File: config.mk
export PLATFORM = sky130hd
export DESIGN_NAME = nps_queue
export DESIGN_NICKNAME = d
export VERILOG_FILES = /design/src/nps_pkg.sv /design/src/nps_queue.sv
export SDC_FILE = /design/constraint.sdc
export NUM_CORES = 1
export LEC_CHECK = 0
export BUFFER_PORTS_ARGS = -buffer_cell sky130_fd_sc_hd__buf_4
export CORE_ASPECT_RATIO = 0.75
export CORE_MARGIN = 1.5
export CORE_UTILIZATION = 35
export CTS_BUF_LIST = sky130_fd_sc_hd__clkbuf_8
export CTS_CLUSTER_DIAMETER = 150
export DETAILED_ROUTE_END_ITERATION = 10
export GPL_TIMING_DRIVEN = 0
export HOLD_SLACK_MARGIN = 0.02
export PLACE_DENSITY = 0.63
export SLEW_MARGIN = 10
export SYNTH_ARGS = -nofsm -noshare
export SYNTH_HDL_FRONTEND = slang
export SYNTH_SLANG_ARGS = --single-unit
File: constraint.sdc
create_clock -name clk -period 3.6 [get_ports clk]
set_clock_uncertainty 0.1 [all_clocks]
set_input_delay 0.36 -clock clk [delete_from_list [all_inputs] [get_ports clk]]
set_output_delay 0.36 -clock clk [all_outputs]
set_load 0.005 [all_outputs]
File: src/nps_pkg.sv
package nps_pkg;

  localparam int CoordW = 30;
  localparam int DiffW = CoordW + 1;
  localparam int MagW = CoordW;
  localparam int SqW = 2 * MagW;
  localparam int PairW = SqW + 1;
  localparam int DistW = SqW + 2;
  localparam int OutIdxW = 20;
  localparam int IndexBitsDefault = 20;
  localparam int QueueDepth = 4;
  localparam int QueuePtrW = $clog2(QueueDepth);
  localparam int QueueCntW = $clog2(QueueDepth + 1);

  typedef enum logic [1:0] {
    CFG_QUERY_X = 2'd0,
    CFG_QUERY_Y = 2'd1,
    CFG_QUERY_Z = 2'd2
  } cfg_reg_t;

  localparam int CfgIdxW = $bits(cfg_reg_t);

  typedef logic signed [CoordW-1:0] coord_t;

  typedef struct packed {
    coord_t x;
    coord_t y;
    coord_t z;
  } point_t;

  // One finished distance handed from the front to the back.
  typedef struct packed {
    logic [DistW-1:0] dist_sq;
    logic             last;
  } entry_t;

  // Queue status seen by its two sides.
  typedef struct packed {
    logic can_push;
    logic not_empty;
  } queue_stat_t;

endpackage

File: src/nps_queue.sv
module nps_queue (
  input  logic                 clk,
  input  logic                 rst_n,
  input  logic                 push,
  input  nps_pkg::entry_t      push_entry,
  input  logic                 pop,
  output nps_pkg::entry_t      head,
  output nps_pkg::queue_stat_t stat
);

  nps_pkg::entry_t                 mem_r [nps_pkg::QueueDepth];
  logic [nps_pkg::QueuePtrW-1:0]   wr_ptr_r, wr_ptr_nxt;
  logic [nps_pkg::QueuePtrW-1:0]   rd_ptr_r, rd_ptr_nxt;
  logic [nps_pkg::QueueCntW-1:0]   cnt_r, cnt_nxt;
  logic                            do_pop;

  assign do_pop         = pop && (cnt_r != '0);
  assign stat.not_empty = (cnt_r != '0);
  assign stat.can_push  = (cnt_r != nps_pkg::QueueCntW'(nps_pkg::QueueDepth)) || do_pop;
  assign head           = mem_r[rd_ptr_r];

  always_comb begin
    wr_ptr_nxt = wr_ptr_r;
    rd_ptr_nxt = rd_ptr_r;
    cnt_nxt    = cnt_r;
    if (push) begin
      wr_ptr_nxt = (wr_ptr_r == nps_pkg::QueuePtrW'(nps_pkg::QueueDepth - 1)) ?
                   '0 : wr_ptr_r + 1'b1;
    end
    if (do_pop) begin
      rd_ptr_nxt = (rd_ptr_r == nps_pkg::QueuePtrW'(nps_pkg::QueueDepth - 1)) ?
                   '0 : rd_ptr_r + 1'b1;
    end
    if (push && !do_pop) begin
      cnt_nxt = cnt_r + 1'b1;
    end else if (do_pop && !push) begin
      cnt_nxt = cnt_r - 1'b1;
    end
  end

  always_ff @(posedge clk) begin
    if (!rst_n) begin
      wr_ptr_r <= '0;
      rd_ptr_r <= '0;
      cnt_r    <= '0;
    end else begin
      wr_ptr_r <= wr_ptr_nxt;
      rd_ptr_r <= rd_ptr_nxt;
      cnt_r    <= cnt_nxt;
    end
  end

  always_ff @(posedge clk) begin
    if (push) begin
      mem_r[wr_ptr_r] <= push_entry;
    end
  end

endmodule

==> impl_metrics.tcl <==
set metrics [dict create \
    reg2reg_depth 7 \
    cp.required_ns 3.14 \
    power_density_nw_per_um2 600.3 \
    hold_violations 0 \
    synth_area_um2 9624 \
    die_area_um2 28510 \
    p_leak_nw 4.314 \
    layout-drive-gt1-share 0.4065 \
    grt_max_degree 36 \
    synthAdderAreaFrac 0.009880 \
    area_delta_synth_final_pct 29.73 \
    setup_viol 0 \
    synth_compound_gate_area_share 0.003120 \
    relSlewSlack 0.5575 \
    cap_violations 0 \
    worstMarginPinSlew_ns 0.6582 \
    cts_resized 0 \
    synth_top_family_by_area "multiplexers" \
    synth_simple_gate_area_share 0.01014 \
    vias 4702 \
    grt_usage 0.1377 \
    cts_buffer_depth 3 \
    worst-endpoint-arrival_ns 2.21 \
    path_class "register to output port" \
    fmax_mhz 375.2 \
    start_util 0.3564 \
    ys_types 24 \
    synthMuxAreaShare 0.1517 \
    dr.pass1.iters 6 \
    core_um2 27000 \
    cts_tree "built" \
    ys_top_cells_by_area "edfxtp_1, mux4_2, dfxtp_1" \
    drt-initial-drc-count 182 \
    peakVddDrop_mv 0.3079 \
    diodes 0 \
    crit_path_end_kind "output port" \
    rows 52 \
    yosysSeqAreaShare 0.8050 \
    grt_antenna_before_repair 0 \
    synthCells 375 \
    cts_sinks 261 \
    portBuffers 131 \
    crit_fanout 10 \
    grt-ovfl-total 0 \
    wl_per_cell_um 19.14 \
    p_total_mw 7.495 \
    synth_fp_nets 449 \
    crit_chain "clkbuf_1 > buf_2 > mux4_2 > buf_4" \
    maxSlewViolCount 0 \
    final_core_util 0.4624 \
    finalCritPeriodShare 0.7403 \
    finalCriticalPeriod_ns 2.665 \
    rsz0062_at_grt "no" \
    nets 690 \
    htree_levels 2 \
    status "finished clean" \
    setup_tns_ns 0 \
    ant_nets 0 \
    cts_buffers 40 \
    instances_no_fill 993 \
    grt_pass1_vias 5349 \
    hold_depth 3 \
    netlist.area_leader.share 0.7863 \
    cp_top_family "buffers and inverters" \
    dieHeight_um 146.6 \
    crit_cells 4 \
    clockRootBuffer "clkbuf_8" \
    place_inst 861 \
    insertion_delay_ns 0.53 \
    io_pins 132 \
    place_area_um2 11140 \
    cpMaxStageDelayCell "clkbuf_1" \
    worst_hold_path_type "input pin to register" \
    n_fill_cell 2263 \
    ys_ff_latch 261 \
    place.gp.congestion 0.7049 \
    final_area_um2 12490 \
    grt_pass1_wl_um 29570 \
    drcViolationCount 0 \
    syn-mean-instance-area_um2 25.66 \
    ys_warn_count 0 \
    clkTransAtPathRegs_ns 0.06 \
    via_per_inst 4.735 \
    start_kind "register" \
    die_w_um 194.5 \
    dp_hpwl_um 11680 \
    synth_xor_area_frac 0.001820 \
    cp_num_buf_inv 3 \
    yosys.area.top_type "edfxtp_1" \
    cp_slowest_stage_delay_ns 0.45 \
    routed_wl_um 19010 \
]
==> final timing paths <==
| path | end | from | slack (ns) |
|---|---|---|---|
| min reg2reg | register | rd_ptr_r[1]$_SDFFE_PN0P_ | 0.44 |
| max reg2reg | cnt_r[2]$_SDFFE_PN0P_ | cnt_r[0]$_SDFFE_PN0P_ | 0.94 |
| min | wr_ptr_r[0]$_SDFFE_PN0P_ | push | 0.09 |
| max | head[50] | register | 0.93 |
==> cell usage after synthesis <==
master    instances
dfxtp_1           9
xnor2_1           1
mux4_2           60
nand3_1           2
and2_1            5
nor2_1            2
buf_6             1
or4b_2            1
inv_1             3
fa_1              1
o21ai_0           3
mux2i_1           3
a21boi_0          1
buf_12            6
o31ai_1           1
buf_2             6
xor2_1            1
clkbuf_1          1
nand2_1           2
mux4_1            3
edfxtp_1        252
or3_1             2
ha_1              6
nor2b_1           3
==> cells by family (layout without fill, tap and decap cells) <==
| family | after synthesis | count (layout) |
|---|---|---|
| simple gates | 17 | 17 |
| buf+inv | 17 | 284 |
| compound gates | 5 | 5 |
| xor+xnor | 2 | 2 |
| fa+ha+maj | 7 | 7 |
| flops | 261 | 261 |
| mux | 66 | 66 |
==> what timing repair did <==
action | CTS | global route
endpoints found under the setup margin | 0 | 0
buffers inserted | 0 | 0
endpoints found under the hold margin | 256 | 0
hold buffers | 64 | 0
==> metal layers <==
layer	share of wire	vias up	wire length [um]	global-route usage
met5	0	-	0	0
met4	0.023	0	439	0.05195
met3	0.053	44	1003	0.03835
met2	0.49	121	9354	0.2289
met1	0.43	2447	8207	0.1726
li1	-	2090	-	-
==> power breakdown <==
group          internal [mW]  leakage [nW]  switching, mW
sequential              3.50          2.39         0.0525
combinational           1.03          1.50          0.705
clock                   1.14         0.423           1.07
==> cell type report <==
cell class / instances / area [um^2] / area share
buffer: 14 / 165.2 / 0.01323
inverter: 3 / 11.26 / 0.0009019
clock buffer: 42 / 578.1 / 0.04630
sequential: 261 / 7747 / 0.6205
timing repair buffer: 199 / 1704 / 0.1365
clock inverter: 26 / 130.1 / 0.01042
tap: 351 / 439.2 / 0.03517
multi-input combinational: 97 / 1710 / 0.1370
==> metrics by stage <==
stage	hold slack, ns	setup slack (ns)
after CTS	0.03925	0.7625
after detailed placement	0.4354	0.9966
after global placement	0.3948	-0.2294
after floorplan	0.3589	1.041
final	0.09179	0.9348
after global routing	0.07419	0.6725
==> tightest hold or removal path: cells and delay by family <==
| kind | cells | cell delay (ns) |
|---|---|---|
| mux | 1 | 0.08 |
| simple gates | 1 | 0.10 |
| buf+inv | 1 | 0.14 |
==> cells in the final DEF, fill, tap and decap left out <==
master	count
and2_4	4
and2_1	1
a21boi_0	1
o31ai_1	1
clkinv_2	5
dlygate4sd3_1	64
edfxtp_1	252
or3_1	2
nor2b_1	3
mux4_1	3
mux2i_1	3
fa_1	1
inv_1	18
clkinv_1	5
ha_1	6
bufinv_16	1
clkbuf_1	1
buf_4	131
xnor2_1	1
buf_12	10
nand2_1	2
buf_6	1
clkbuf_8	42
nor2_1	2
nand3_1	2
xor2_1	1
dfxtp_1	9
buf_2	6
o21ai_0	3
or4b_2	1
mux4_2	60
==> sequential cells by signal (all words and copies together) (netlist names), named ones only <==
name and count:
rd_ptr_r 2, cnt_r 3, wr_ptr_r 2, mem_r 252
Note: power is estimated with default switching activity, not from simulation.
