$ cat config.mk
export PLATFORM = sky130hd
export DESIGN_NAME = nps_back
export DESIGN_NICKNAME = d
export VERILOG_FILES = /design/src/nps_pkg.sv /design/src/nps_back.sv
export SDC_FILE = /design/constraint.sdc
export NUM_CORES = 1
export LEC_CHECK = 0
export BUFFER_PORTS_ARGS = -buffer_cell sky130_fd_sc_hd__buf_2
export CORE_MARGIN = 5
export CORE_UTILIZATION = 56
export DETAILED_ROUTE_END_ITERATION = 16
export GPL_TIMING_DRIVEN = 0
export PLACE_DENSITY = 0.77
export SKIP_LAST_GASP = 1
export SLEW_MARGIN = 30
export SYNTH_ARGS = -nofsm -noshare
export SYNTH_HDL_FRONTEND = slang
export SYNTH_SLANG_ARGS = --single-unit
export TNS_END_PERCENT = 5
$ cat constraint.sdc
create_clock -name clk -period 4.8 [get_ports clk]
set_input_delay 0.24 -clock clk [delete_from_list [all_inputs] [get_ports clk]]
set_output_delay 0.24 -clock clk [all_outputs]
set_load 0.05 [all_outputs]
$ cat src/nps_pkg.sv
package nps_pkg;

  localparam int CoordW = 30;
  localparam int DiffW = CoordW + 1;
  localparam int MagW = CoordW;
  localparam int SqW = 2 * MagW;
  localparam int PairW = SqW + 1;
  localparam int DistW = SqW + 2;
  localparam int OutIdxW = 20;
  localparam int IndexBitsDefault = 20;
  localparam int QueueDepth = 4;
  localparam int QueuePtrW = $clog2(QueueDepth);
  localparam int QueueCntW = $clog2(QueueDepth + 1);

  typedef enum logic [1:0] {
    CFG_QUERY_X = 2'd0,
    CFG_QUERY_Y = 2'd1,
    CFG_QUERY_Z = 2'd2
  } cfg_reg_t;

  localparam int CfgIdxW = $bits(cfg_reg_t);

  typedef logic signed [CoordW-1:0] coord_t;

  typedef struct packed {
    coord_t x;
    coord_t y;
    coord_t z;
  } point_t;

  // One finished distance handed from the front to the back.
  typedef struct packed {
    logic [DistW-1:0] dist_sq;
    logic             last;
  } entry_t;

  // Queue status seen by its two sides.
  typedef struct packed {
    logic can_push;
    logic not_empty;
  } queue_stat_t;

endpackage

$ cat src/nps_back.sv
module nps_back #(
  parameter int INDEX_BITS = nps_pkg::IndexBitsDefault
) (
  input  logic                        clk,
  input  logic                        rst_n,
  input  nps_pkg::queue_stat_t        q_stat,
  input  nps_pkg::entry_t             head,
  output logic                        pop,
  output logic                        out_valid,
  input  logic                        out_ready,
  output logic [nps_pkg::OutIdxW-1:0] out_index,
  output logic [nps_pkg::DistW-1:0]   out_dist
);

  logic [INDEX_BITS-1:0]          cnt_r, cnt_nxt;
  logic [INDEX_BITS-1:0]          best_idx_r, best_idx_nxt;
  logic [nps_pkg::DistW-1:0]      best_dist_r, best_dist_nxt;
  logic                           have_best_r, have_best_nxt;
  logic                           out_valid_r, out_valid_nxt;
  logic [nps_pkg::OutIdxW-1:0]    out_idx_r;
  logic [nps_pkg::DistW-1:0]      out_dist_r;
  logic                           better;
  logic [INDEX_BITS-1:0]          cand_idx;
  logic [nps_pkg::DistW-1:0]      cand_dist;
  logic [nps_pkg::OutIdxW-1:0]    cand_idx_out;

  // A last beat needs the result register free; other beats never wait.
  assign pop = q_stat.not_empty && (!head.last || !out_valid_r || out_ready);

  // Strictly smaller wins, so ties keep the earlier point.
  assign better    = !have_best_r || (head.dist_sq < best_dist_r);
  assign cand_idx  = better ? cnt_r : best_idx_r;
  assign cand_dist = better ? head.dist_sq : best_dist_r;

  if (INDEX_BITS >= nps_pkg::OutIdxW) begin : g_idx_trunc
    assign cand_idx_out = cand_idx[nps_pkg::OutIdxW-1:0];
  end else begin : g_idx_ext
    assign cand_idx_out = {{(nps_pkg::OutIdxW - INDEX_BITS){1'b0}}, cand_idx};
  end

  always_comb begin
    cnt_nxt       = cnt_r;
    best_idx_nxt  = best_idx_r;
    best_dist_nxt = best_dist_r;
    have_best_nxt = have_best_r;
    out_valid_nxt = out_valid_r && !out_ready;
    if (pop) begin
      if (head.last) begin
        cnt_nxt       = '0;
        have_best_nxt = 1'b0;
        out_valid_nxt = 1'b1;
      end else begin
        cnt_nxt       = cnt_r + 1'b1;
        best_idx_nxt  = cand_idx;
        best_dist_nxt = cand_dist;
        have_best_nxt = 1'b1;
      end
    end
  end

  always_ff @(posedge clk) begin
    if (!rst_n) begin
      cnt_r       <= '0;
      have_best_r <= 1'b0;
      out_valid_r <= 1'b0;
    end else begin
      cnt_r       <= cnt_nxt;
      have_best_r <= have_best_nxt;
      out_valid_r <= out_valid_nxt;
    end
  end

  always_ff @(posedge clk) begin
    best_idx_r  <= best_idx_nxt;
    best_dist_r <= best_dist_nxt;
    if (pop && head.last) begin
      out_idx_r  <= cand_idx_out;
      out_dist_r <= cand_dist;
    end
  end

  assign out_valid = out_valid_r;
  assign out_index = out_idx_r;
  assign out_dist  = out_dist_r;

endmodule

==> results of run 1 <==
critical path: cells and delay by family (launching register included):
kind,cells,cell delay [ns]
adder cells (fa/ha/maj),1,0.23
AO/OA/AOI/OAI,6,1.43
buffers and inverters,3,0.46
multiplexers,1,0.32
flip-flops,1,0.39
kinds of logic after synthesis:
family | after synthesis
multiplexers | 82
AO/OA/AOI/OAI | 62
adder cells (fa/ha/maj) | 62
XOR/XNOR | 15
flip-flops | 186
buffers and inverters | 79
AND/OR/NAND/NOR | 97
cell type report:
cell class | count | area share [%]
plain buffers | 11 | 1.01
repair buffers | 153 | 7.86
clock inverters | 13 | 1.69
clock buffers | 18 | 4.12
flip-flops and latches | 186 | 51.5
inverters | 68 | 2.50
well taps | 211 | 2.54
multi-input cells | 318 | 28.8
power by group:
part,switching [mW],internal [mW]
Combinational,0.295,0.181
Clock,0.583,0.865
Sequential,0.0264,1.85
Total,0.904,2.89
state kept, by name (all words and copies together), names as in the netlist:
register / count
have_best_r: 1
out_index: 20
best_dist_r: 62
cnt_r: 20
out_valid: 1
out_dist: 62
best_idx_r: 20
cell usage in the layout (no fill, tap or decap), types with 2 or more instances in the layout:
cell	count
edfxtp_1	164
buf_2	150
mux2_4	80
inv_1	67
ha_1	62
a21oi_1	26
nor2_1	26
nand2_1	24
dfxtp_1	22
clkbuf_16	17
nand4_1	14
nand3_1	12
xor2_1	9
buf_6	8
a21o_1	7
o21ai_0	7
xnor2_1	6
nand2b_1	4
clkinv_1	4
bufinv_16	4
o21ai_1	3
a221oi_1	3
nor3_1	3
a21boi_0	3
nand3b_1	2
and4_1	2
nor4_1	2
o22ai_1	2
a211oi_1	2
o211ai_1	2
mux2_2	2
inv_6	2
clkbuf_1	2
and3_1	2
or3_1	2
clkinvlp_4	2
clkinv_4	2
buf_12	2
final timing paths:
check                       from         endpoint  slack (ns)  depth (start not counted)
setup / recovery  best_dist_r[3]  best_dist_r[48]        1.71                         11
hold / removal             rst_n         cnt_r[0]        0.10                          2
setup reg to reg  best_dist_r[3]  best_dist_r[48]        1.71                         11
hold reg to reg         cnt_r[1]         cnt_r[1]        0.51                          2
per-layer routing:
layer  global-route usage (%)  vias up  wire (µm)
li1                         -     2488          -
met3                     4.58       18        640
met1                     22.8     2554       7270
met5                        0        -          0
met4                     6.62        0        253
met2                     34.0      106       8850
per-stage QoR:
step	cell area [µm²]	total power [mW]	std cells	util [%]
floorplan	8720	2.25	583	-
global placement	9730	2.37	944	63.8
detailed placement	9810	2.38	947	64.3
CTS	10400	3.83	978	68.2
global route	10400	3.95	978	68.2
finish	10400	3.80	978	68.2
==> reports/metrics.cfg, run 1 <==
[outcome]
outcome = completed

[critical_path]
cp.required_ns = 4.97
slowest_delay_ns = 0.45
crit_type = flop to flop
crit_fanout = 10
arrival_ns = 3.26
cp-end-kind = flop
crit_path_start_kind = flop
crit_top_cell = o211ai_1
crit_path_cell_trace = inv_1, ha_1, a211o_1, o211ai_1, o211ai_1, a221oi_1, o22ai_1, a221o_1, buf_4, buf_6, mux2_4
slowest_stage = a221oi_1

[clock_tree]
clockBufferDepth = 2
holdBufCountCts = 0
cts_sinks = 186
clk_root_buffer_cell = clkbuf_16
numCtsBuffers = 17
cts.clk_slew.worst_paths_ns = 0.07
h-tree-depth = 4
cts_tree = yes
cts_resized = 0
post_cts_buffers = 0
clk_latency_ns = 0.42

[place]
place_congestion = 0.765
io_buffers = 150
dp_slack_ns = 1.70
hpwlAfterDp_mm = 12.0

[sta]
timing.slew.headroom_pct = 60.9
hold_viol_final = 0
max_freq_ghz = 0.324
setup_viol = 0
period_share_pct = 64.4
skew_ns = 0.00759
fin_tns_setup_ns = 0
drv_slew = 0
worst_slew_pin_slew_ns = 0.572
rsz0062_at_grt = false
hold_ws_ns = 0.102
period_needed_ns = 3.09
fin_ws_ns = 1.71

[synthesis]
seq_area_frac_synth_pct = 61.6
syn_area_um2 = 8720
yosysMostFrequentCell = edfxtp_1
synth_compound_area_share_pct = 4.46
synthTopCellsByArea = edfxtp_1 (57%), mux2_4 (14%), ha_1 (8.9%)
synthFlopType = edfxtp_1
yosysUniqueCellTypes = 42
synth.avg_cell_area_um2 = 15.0
synth_seq_cells = 186
synth_fp_nets = 713
synthAdderAreaFrac_pct = 8.90
synth_top_family_by_area = multiplexers
synth_edf_count = 164
synth_common_cells = edfxtp_1 (164), mux2_4 (80), inv_1 (68)
synth_async_sr_flop_share_pct = 0
synth-xor-area-share_pct = 1.51
synthSimpleGateAreaFrac_pct = 5.40
muxShareOfSynthArea_pct = 14.0
yosys.area.top_type = edfxtp_1
synth_top_cell_area_share_pct = 56.5
yosys_warnings = 0
synth_cells = 583

[power]
power.density_nw_per_um2 = 365
p_leak_nw = 4.41
ir_worst_vdd_v = 0.000332

[drt]
wl_per_cell_um = 17.4
num_vias = 5166
via_per_inst = 5.28
drtIter0Drc = 286
drc_errors = 0
drt.antenna.violating_nets = 0
wirelength_mm = 17.0
detail_route.first_pass.iterations = 4

[die]
die-area_um2 = 18200
die_x_um = 135
io_pins = 152
start_util_pct = 57.1
core_um2 = 15300
fp.dieH_um = 135
rows = 45

[global_route]
grt_pass1_wl_mm = 27.3
first_global_vias = 5568
antenna_found_initial = 0
grt_use_total_pct = 19.2
grt_max_degree = 63
overflow = 0

[final_layout]
drive_gt1_share_pct = 35.6
seq_area_um2 = 5370
antenna_cells = 0
fillCellCount = 1074
syn_to_final_growth_pct = 19.5
nNetsFinal = 885
multiInputGateArea_um2 = 3000

[worst_hold_path]
min_path_type = input port to flop

[run]
maxCapViolCount = 0

Note: power is estimated with default switching activity, not from simulation.
==> run 2, diff against run 1 <==
CORE_UTILIZATION = 51   (was 56)
PLACE_DENSITY = 0.74   (was 0.77)
clock period = 2.6 ns   (was 4.8 ns; I/O delays follow)
==> reports/metrics.cfg, run 2 (synthesis results as in run 1) <==
[outcome]
outcome = finished with violations  ; was completed
failed_checks = negative setup slack

[drt]
num_vias = 5139  ; was 5166
wirelength_mm = 17.3  ; was 17.0 mm
drt.antenna.violating_nets = 0  ; unchanged
detail_route.first_pass.iterations = 4  ; unchanged
via_per_inst = 5.19  ; was 5.28
drtIter0Drc = 211  ; was 286
drc_errors = 0  ; unchanged
wl_per_cell_um = 17.5  ; was 17.4 µm

[final_layout]
layout_common_cells = edfxtp_1 (164), buf_2 (150), mux2_4 (80), inv_1 (67), ha_1 (62)  ; unchanged
fillCellCount = 1323  ; was 1074
finish.utilization_pct = 62.6  ; was 68.2%
syn_to_final_growth_pct = 19.9  ; was 19.5%
final_common_cell = edfxtp_1  ; unchanged
nNetsFinal = 887  ; was 885
drive_gt1_share_pct = 36.1  ; was 35.6%
antenna_cells = 0  ; unchanged
seq_area_um2 = 5370  ; unchanged
multiInputGateArea_um2 = 3010  ; was 3000 µm²

[critical_path]
crit_fanout = 10  ; unchanged
crit_top_cell = o211ai_1  ; unchanged
crit_type = flop to flop  ; unchanged
critPathTopFamily = compound AO/OA/AOI/OAI gates  ; unchanged
cp.required_ns = 2.77  ; was 4.97 ns
r2r-end = best_dist_r[15]  ; was best_dist_r[48]
ff2ff_path_depth = 11  ; unchanged
arrival_ns = 3.14  ; was 3.26 ns
crit_path_start_kind = flop  ; unchanged
startpoint = best_dist_r[3]  ; unchanged
r2r_slack_ns = -0.37  ; was 1.71 ns
cp-end-kind = flop  ; unchanged
crit_buf_inv = 3  ; unchanged
slowest_stage = edfxtp_1  ; was a221oi_1
r2r_start = best_dist_r[3]  ; unchanged
slowest_delay_ns = 0.39  ; was 0.45 ns
crit_path_cell_trace = inv_1, ha_1, a211o_1, o211ai_1, o211ai_1, a221oi_2, o22ai_2, a221o_1, buf_8, buf_6, mux2_4  ; was inv_1, ha_1, a211o_1, o211ai_1, o211ai_1, a221oi_1, o22ai_1, a221o_1, buf_4, buf_6, mux2_4

[sta]
period_share_pct = 114  ; was 64.4%
hold_viol_final = 0  ; unchanged
skew_ns = 0.0146  ; was 0.00759 ns
max_freq_ghz = 0.337  ; was 0.324 GHz
period_needed_ns = 2.97  ; was 3.09 ns
setup_viol = 164  ; was 0
timing.slew.headroom_pct = 59.3  ; was 60.9%
rsz0062_at_grt = true  ; was false
fin_ws_ns = -0.368  ; was 1.71 ns
worst_slew_pin_slew_ns = 0.611  ; was 0.572 ns
drv_slew = 0  ; unchanged
fin_tns_setup_ns = -57.30  ; was 0 ns

[worst_hold_path]
min_to = best_dist_r[46]  ; was cnt_r[0]
min_path_type = input port to flop  ; unchanged
hold_depth = 2  ; unchanged
min-delay-start = head[47]  ; was rst_n

[place]
hpwlAfterDp_mm = 12.3  ; was 12.0 mm
io_buffers = 150  ; unchanged
place_congestion = 0.801  ; was 0.765

[die]
die_x_um = 141  ; was 135 µm
fp.dieH_um = 141  ; was 135 µm
die-area_um2 = 19800  ; was 18200 µm²
start_util_pct = 52.2  ; was 57.1%
rows = 47  ; was 45
core_um2 = 16700  ; was 15300 µm²
io_pins = 152  ; unchanged

[power]
power.density_nw_per_um2 = 662  ; was 365 nW/µm²
p_leak_nw = 4.43  ; was 4.41 nW
ir_worst_vdd_v = 0.000436  ; was 0.000332 V

[global_route]
antenna_found_initial = 0  ; unchanged
grt_pass1_wl_mm = 27.8  ; was 27.3 mm
grt_use_total_pct = 17.6  ; was 19.2%
grt_max_degree = 47  ; was 63
overflow = 0  ; unchanged
first_global_vias = 5483  ; was 5568

[run]
maxCapViolCount = 0  ; unchanged

[clock_tree]
cts_tree = yes  ; unchanged
h-tree-depth = 4  ; unchanged
clk_latency_ns = 0.43  ; was 0.42 ns
post_cts_buffers = 0  ; unchanged
numCtsBuffers = 17  ; unchanged
clk_root_buffer_cell = clkbuf_16  ; unchanged
cts_sinks = 186  ; unchanged
cts.clk_slew.worst_paths_ns = 0.07  ; about the same
clockBufferDepth = 2  ; unchanged

## run 2: cell types whose count changed in the layout (fill, tap and decap cells not counted), moves of 2 or more
cell,before,now
inv_4,0,2
clkbuf_8,0,3
a221oi_1,3,1
clkbuf_1,2,4
bufinv_16,4,1
buf_12,2,0
clkinv_1,4,0
clkinvlp_4,2,0
buf_8,0,2
a221oi_2,1,3
dlygate4sd3_1,0,3
## run 2: repair_timing
| item | in CTS | in global routing |
|---|---|---|
| pin swaps | 2 | 2 |
| cloned | 0 | 0 |
| endpoints found under the setup margin | 164 | 174 |
| endpoints found under the hold margin | 4 | 0 |
| gates resized for setup | 5 | 1 |
| hold buffers | 3 | 0 |
## run 2: routing by layer
metal | wire (µm) | vias up | track usage [%]
li1 | - | 2503 | -
met1 | 7390 | 2483 | 22.1
met2 | 8840 | 125 | 30.5
met3 | 773 | 28 | 4.10
met4 | 282 | 0 | 5.51
met5 | 0 | - | 0
## run 2: power breakdown
part           switching, mW  internal (mW)
clock network           1.11           1.46
registers             0.0482           3.41
logic                  0.547          0.339
## run 2: how the worst max path moves through the flow
stage / end / slack [ns] / cells after the start
floorplan: best_dist_r[0] / -0.03 / 11
global placement: best_dist_r[21] / -0.77 / 3
detailed placement: out_dist[39] / -0.56 / 11
CTS: best_dist_r[10] / -0.42 / 11
global route: best_dist_r[58] / -0.47 / 11
finish: best_dist_r[15] / -0.37 / 11
## run 2: per-stage QoR
step	power [mW]	hold WS [ns]	worst slack (ns)	instances	area, µm²
after floorplan	4.15	0.258	-0.0304	583	8720
after global placement	4.37	0.404	-0.765	953	9750
after detailed placement	4.40	0.415	-0.564	955	9810
after CTS	6.97	0.00595	-0.419	990	10400
after global routing	7.18	0.0238	-0.467	990	10500
final	6.92	0.0315	-0.368	990	10500
## run 2: cell type report
type	count	share of cell area (%)
plain buffers	11	1.11
clock buffers	24	4.81
clock inverters	8	0.790
inverters	68	2.49
multi-input cells	318	28.8
flip-flops and latches	186	51.3
well taps	220	2.63
repair buffers	155	8.00
==> run 3, diff against run 2 <==
ABC_AREA = 1   (was default)
PLACE_DENSITY = 0.73   (was 0.74)
==> reports/metrics.cfg, run 3 <==
[synthesis]
yosys.area.top_type = edfxtp_1  ; unchanged
seq_area_frac_synth_pct = 57.7  ; was 61.6%
synth_top_family_by_area = simple AND/OR/NAND/NOR gates  ; was multiplexers
synth_top_cell_area_share_pct = 53.0  ; was 56.5%
synth_fp_nets = 1019  ; was 713
synth-xor-area-share_pct = 0.188  ; was 1.51%
synthFlopType = edfxtp_1  ; unchanged
synth_edf_count = 164  ; unchanged
yosysMostFrequentCell = nand2_1  ; was edfxtp_1
synthSimpleGateAreaFrac_pct = 23.4  ; was 5.40%
muxShareOfSynthArea_pct = 0  ; was 14.0%
synth_cells = 889  ; was 583
synthTopCellsByArea = edfxtp_1 (53%), nand2_1 (11%), ha_1 (8.3%)  ; was edfxtp_1 (57%), mux2_4 (14%), ha_1 (8.9%)
synthAdderAreaFrac_pct = 8.34  ; was 8.90%
synth_compound_area_share_pct = 3.04  ; was 4.46%
synth_common_cells = nand2_1 (281), edfxtp_1 (164), inv_1 (107)  ; was edfxtp_1 (164), mux2_4 (80), inv_1 (68)
yosysUniqueCellTypes = 29  ; was 42
syn_area_um2 = 9300  ; was 8720 µm²
synth_async_sr_flop_share_pct = 0  ; unchanged
synth.avg_cell_area_um2 = 10.5  ; was 15.0 µm²
synth_seq_cells = 186  ; unchanged
yosys_warnings = 0  ; unchanged

[worst_hold_path]
min_path_type = input port to flop  ; unchanged
min_to = best_dist_r[38]  ; was best_dist_r[46]
min-delay-start = head[39]  ; was head[47]
hold_depth = 3  ; was 2

[sta]
rsz0062_at_grt = false  ; was true
hold_viol_final = 0  ; unchanged
setup_viol = 0  ; was 164
worst_slew_pin_slew_ns = 0.640  ; was 0.611 ns
max_freq_ghz = 0.426  ; was 0.337 GHz
fin_tns_setup_ns = 0  ; was -57.30 ns
timing.slew.headroom_pct = 57.3  ; was 59.3%
period_needed_ns = 2.35  ; was 2.97 ns
period_share_pct = 90.3  ; was 114%
drv_slew = 0  ; unchanged
skew_ns = 0.00969  ; was 0.0146 ns

[critical_path]
ff2ff_path_depth = 16  ; was 11
cp.required_ns = 2.77  ; about the same
r2r_start = best_dist_r[13]  ; was best_dist_r[3]
crit_type = flop to flop  ; unchanged
crit_fanout = 10  ; unchanged
slowest_stage = edfxtp_1  ; unchanged
crit_path_start_kind = flop  ; unchanged
crit_path_cell_trace = inv_1, ha_1, nand2_1, nor2_2, nand2_1, nor2_1, nor2_1, nand2_1, nand2_1, nand2_1, nand2_1, nand2_2, nand2_4, buf_2, nand2_1, nand2_1  ; was inv_1, ha_1, a211o_1, o211ai_1, o211ai_1, a221oi_2, o22ai_2, a221o_1, buf_8, buf_6, mux2_4
cp-end-kind = flop  ; unchanged
r2r-end = out_dist[46]  ; was best_dist_r[15]
arrival_ns = 2.52  ; was 3.14 ns
crit_top_cell = nand2_1  ; was o211ai_1
slowest_delay_ns = 0.36  ; was 0.39 ns
r2r_slack_ns = 0.25  ; was -0.37 ns

[final_layout]
final_common_cell = nand2_1  ; was edfxtp_1
nNetsFinal = 1197  ; was 887
drive_gt1_share_pct = 26.1  ; was 36.1%
syn_to_final_growth_pct = 19.1  ; was 19.9%
layout_common_cells = nand2_1 (281), buf_2 (166), edfxtp_1 (164), inv_1 (106), ha_1 (62)  ; was edfxtp_1 (164), buf_2 (150), mux2_4 (80), inv_1 (67), ha_1 (62)
fillCellCount = 1517  ; was 1323
finish.utilization_pct = 61.6  ; was 62.6%

[power]
power.density_nw_per_um2 = 626  ; was 662 nW/µm²
ir_worst_vdd_v = 0.000529  ; was 0.000436 V
total_power_mw = 6.93  ; was 6.92 mW
p_leak_nw = 5.01  ; was 4.43 nW

[drt]
wirelength_mm = 20.2  ; was 17.3 mm
wl_per_cell_um = 15.4  ; was 17.5 µm
drc_errors = 0  ; unchanged
detail_route.first_pass.iterations = 6  ; was 4
via_per_inst = 5.09  ; was 5.19
num_vias = 6672  ; was 5139
drt.antenna.violating_nets = 0  ; unchanged
drtIter0Drc = 316  ; was 211

[outcome]
outcome = completed  ; was finished with violations

[global_route]
first_global_vias = 6701  ; was 5483
grt_use_total_pct = 19.4  ; was 17.6%
grt_max_degree = 46  ; was 47
grt_pass1_wl_mm = 33.2  ; was 27.8 mm
antenna_found_initial = 1  ; was 0
overflow = 0  ; unchanged

[die]
core_um2 = 18000  ; was 16700 µm²
io_pins = 152  ; unchanged
start_util_pct = 51.8  ; was 52.2%
rows = 49  ; was 47
die-area_um2 = 21000  ; was 19800 µm²
die_x_um = 145  ; was 141 µm
fp.dieH_um = 145  ; was 141 µm

[clock_tree]
h-tree-depth = 4  ; unchanged
cts_tree = yes  ; unchanged
post_cts_buffers = 0  ; unchanged
numCtsBuffers = 17  ; unchanged
cts.clk_slew.worst_paths_ns = 0.07  ; about the same
clk_latency_ns = 0.43  ; about the same
clockBufferDepth = 2  ; unchanged
clk_root_buffer_cell = clkbuf_16  ; unchanged
cts_sinks = 186  ; unchanged

[place]
hpwlAfterDp_mm = 14.5  ; was 12.3 mm
io_buffers = 150  ; unchanged
place_congestion = 0.824  ; was 0.801

[run]
maxCapViolCount = 0  ; unchanged

[run 3: changes by cell type after synthesis, moves of 8 or more]
cell	before	now
nand2_1	24	281
mux2_4	80	0
nand3_2	0	60
inv_1	68	107
nand3_1	12	39
buf_2	0	17
a21oi_1	26	34
nor2_1	26	34
[run 3: worst max-delay path, delay by kind of cell (launching register included)]
kind	cells	cell delay, ns
simple gates	13	1.18
flops	1	0.36
buf+inv	2	0.28
fa+ha+maj	1	0.28
[run 3: report_power, final]
| group | total [mW] | switching (mW) | internal (mW) | leakage (nW) |
|---|---|---|---|---|
| combinational | 1.07 | 0.729 | 0.338 | 3.02 |
| sequential | 3.49 | 0.0576 | 3.43 | 1.73 |
| clock | 2.38 | 1.15 | 1.23 | 0.255 |
| total | 6.93 | 1.93 | 5.00 | 5.01 |
[run 3: final cells by class]
class	instances	area (µm²)	share of cell area, %
sequential	186	5370	48.5
multi-input combinational	564	3270	29.5
timing repair buffer	159	933	8.43
clock buffer	19	433	3.91
inverter	109	414	3.74
tap	229	287	2.59
buffer	30	274	2.47
clock inverter	13	93.8	0.848
antenna	2	5.00	0.0452
[run 3: metal layers]
layer / global-route usage [%] / wire length (µm)
met1: 24.6 / 8830
met2: 32.9 / 9980
met3: 5.08 / 1060
met4: 5.37 / 331
met5: 0 / 0
[run 3: logic make-up after synthesis]
group / Yosys count
compound gates: 53
buf+inv: 139
flops: 186
xor+xnor: 2
simple gates: 447
fa+ha+maj: 62
[run 3: what timing repair did]
| item | 4_1_cts | 5_1_grt |
|---|---|---|
| hold buffers | 3 | 0 |
| resized for setup | 0 | 2 |
| endpoints found under the setup margin | 0 | 160 |
| endpoints found under the hold margin | 5 | 0 |
[run 3: worst max path at each step]
stage	startpoint	endpoint
6_report	best_dist_r[13]	out_dist[46]
5_1_grt	best_dist_r[13]	best_idx_r[0]
4_1_cts	best_dist_r[61]	best_dist_r[46]
3_5_place_dp	best_dist_r[13]	out_dist[2]
3_3_place_gp	out_valid	out_dist[24]
2_1_floorplan	out_valid	out_dist[0]
[run 3: stage by stage]
step / worst slack, ns / area (µm²) / hold slack [ns] / instances
3_3_place_gp: -1.30 / 10300 / 0.389 / 1268
4_1_cts: 0.0936 / 11100 / 0.000524 / 1309
5_1_grt: 0.0157 / 11100 / 0.00197 / 1310
3_5_place_dp: 0.127 / 10500 / 0.391 / 1274
6_report: 0.251 / 11100 / 0.0149 / 1311
2_1_floorplan: -0.699 / 9310 / 0.260 / 889
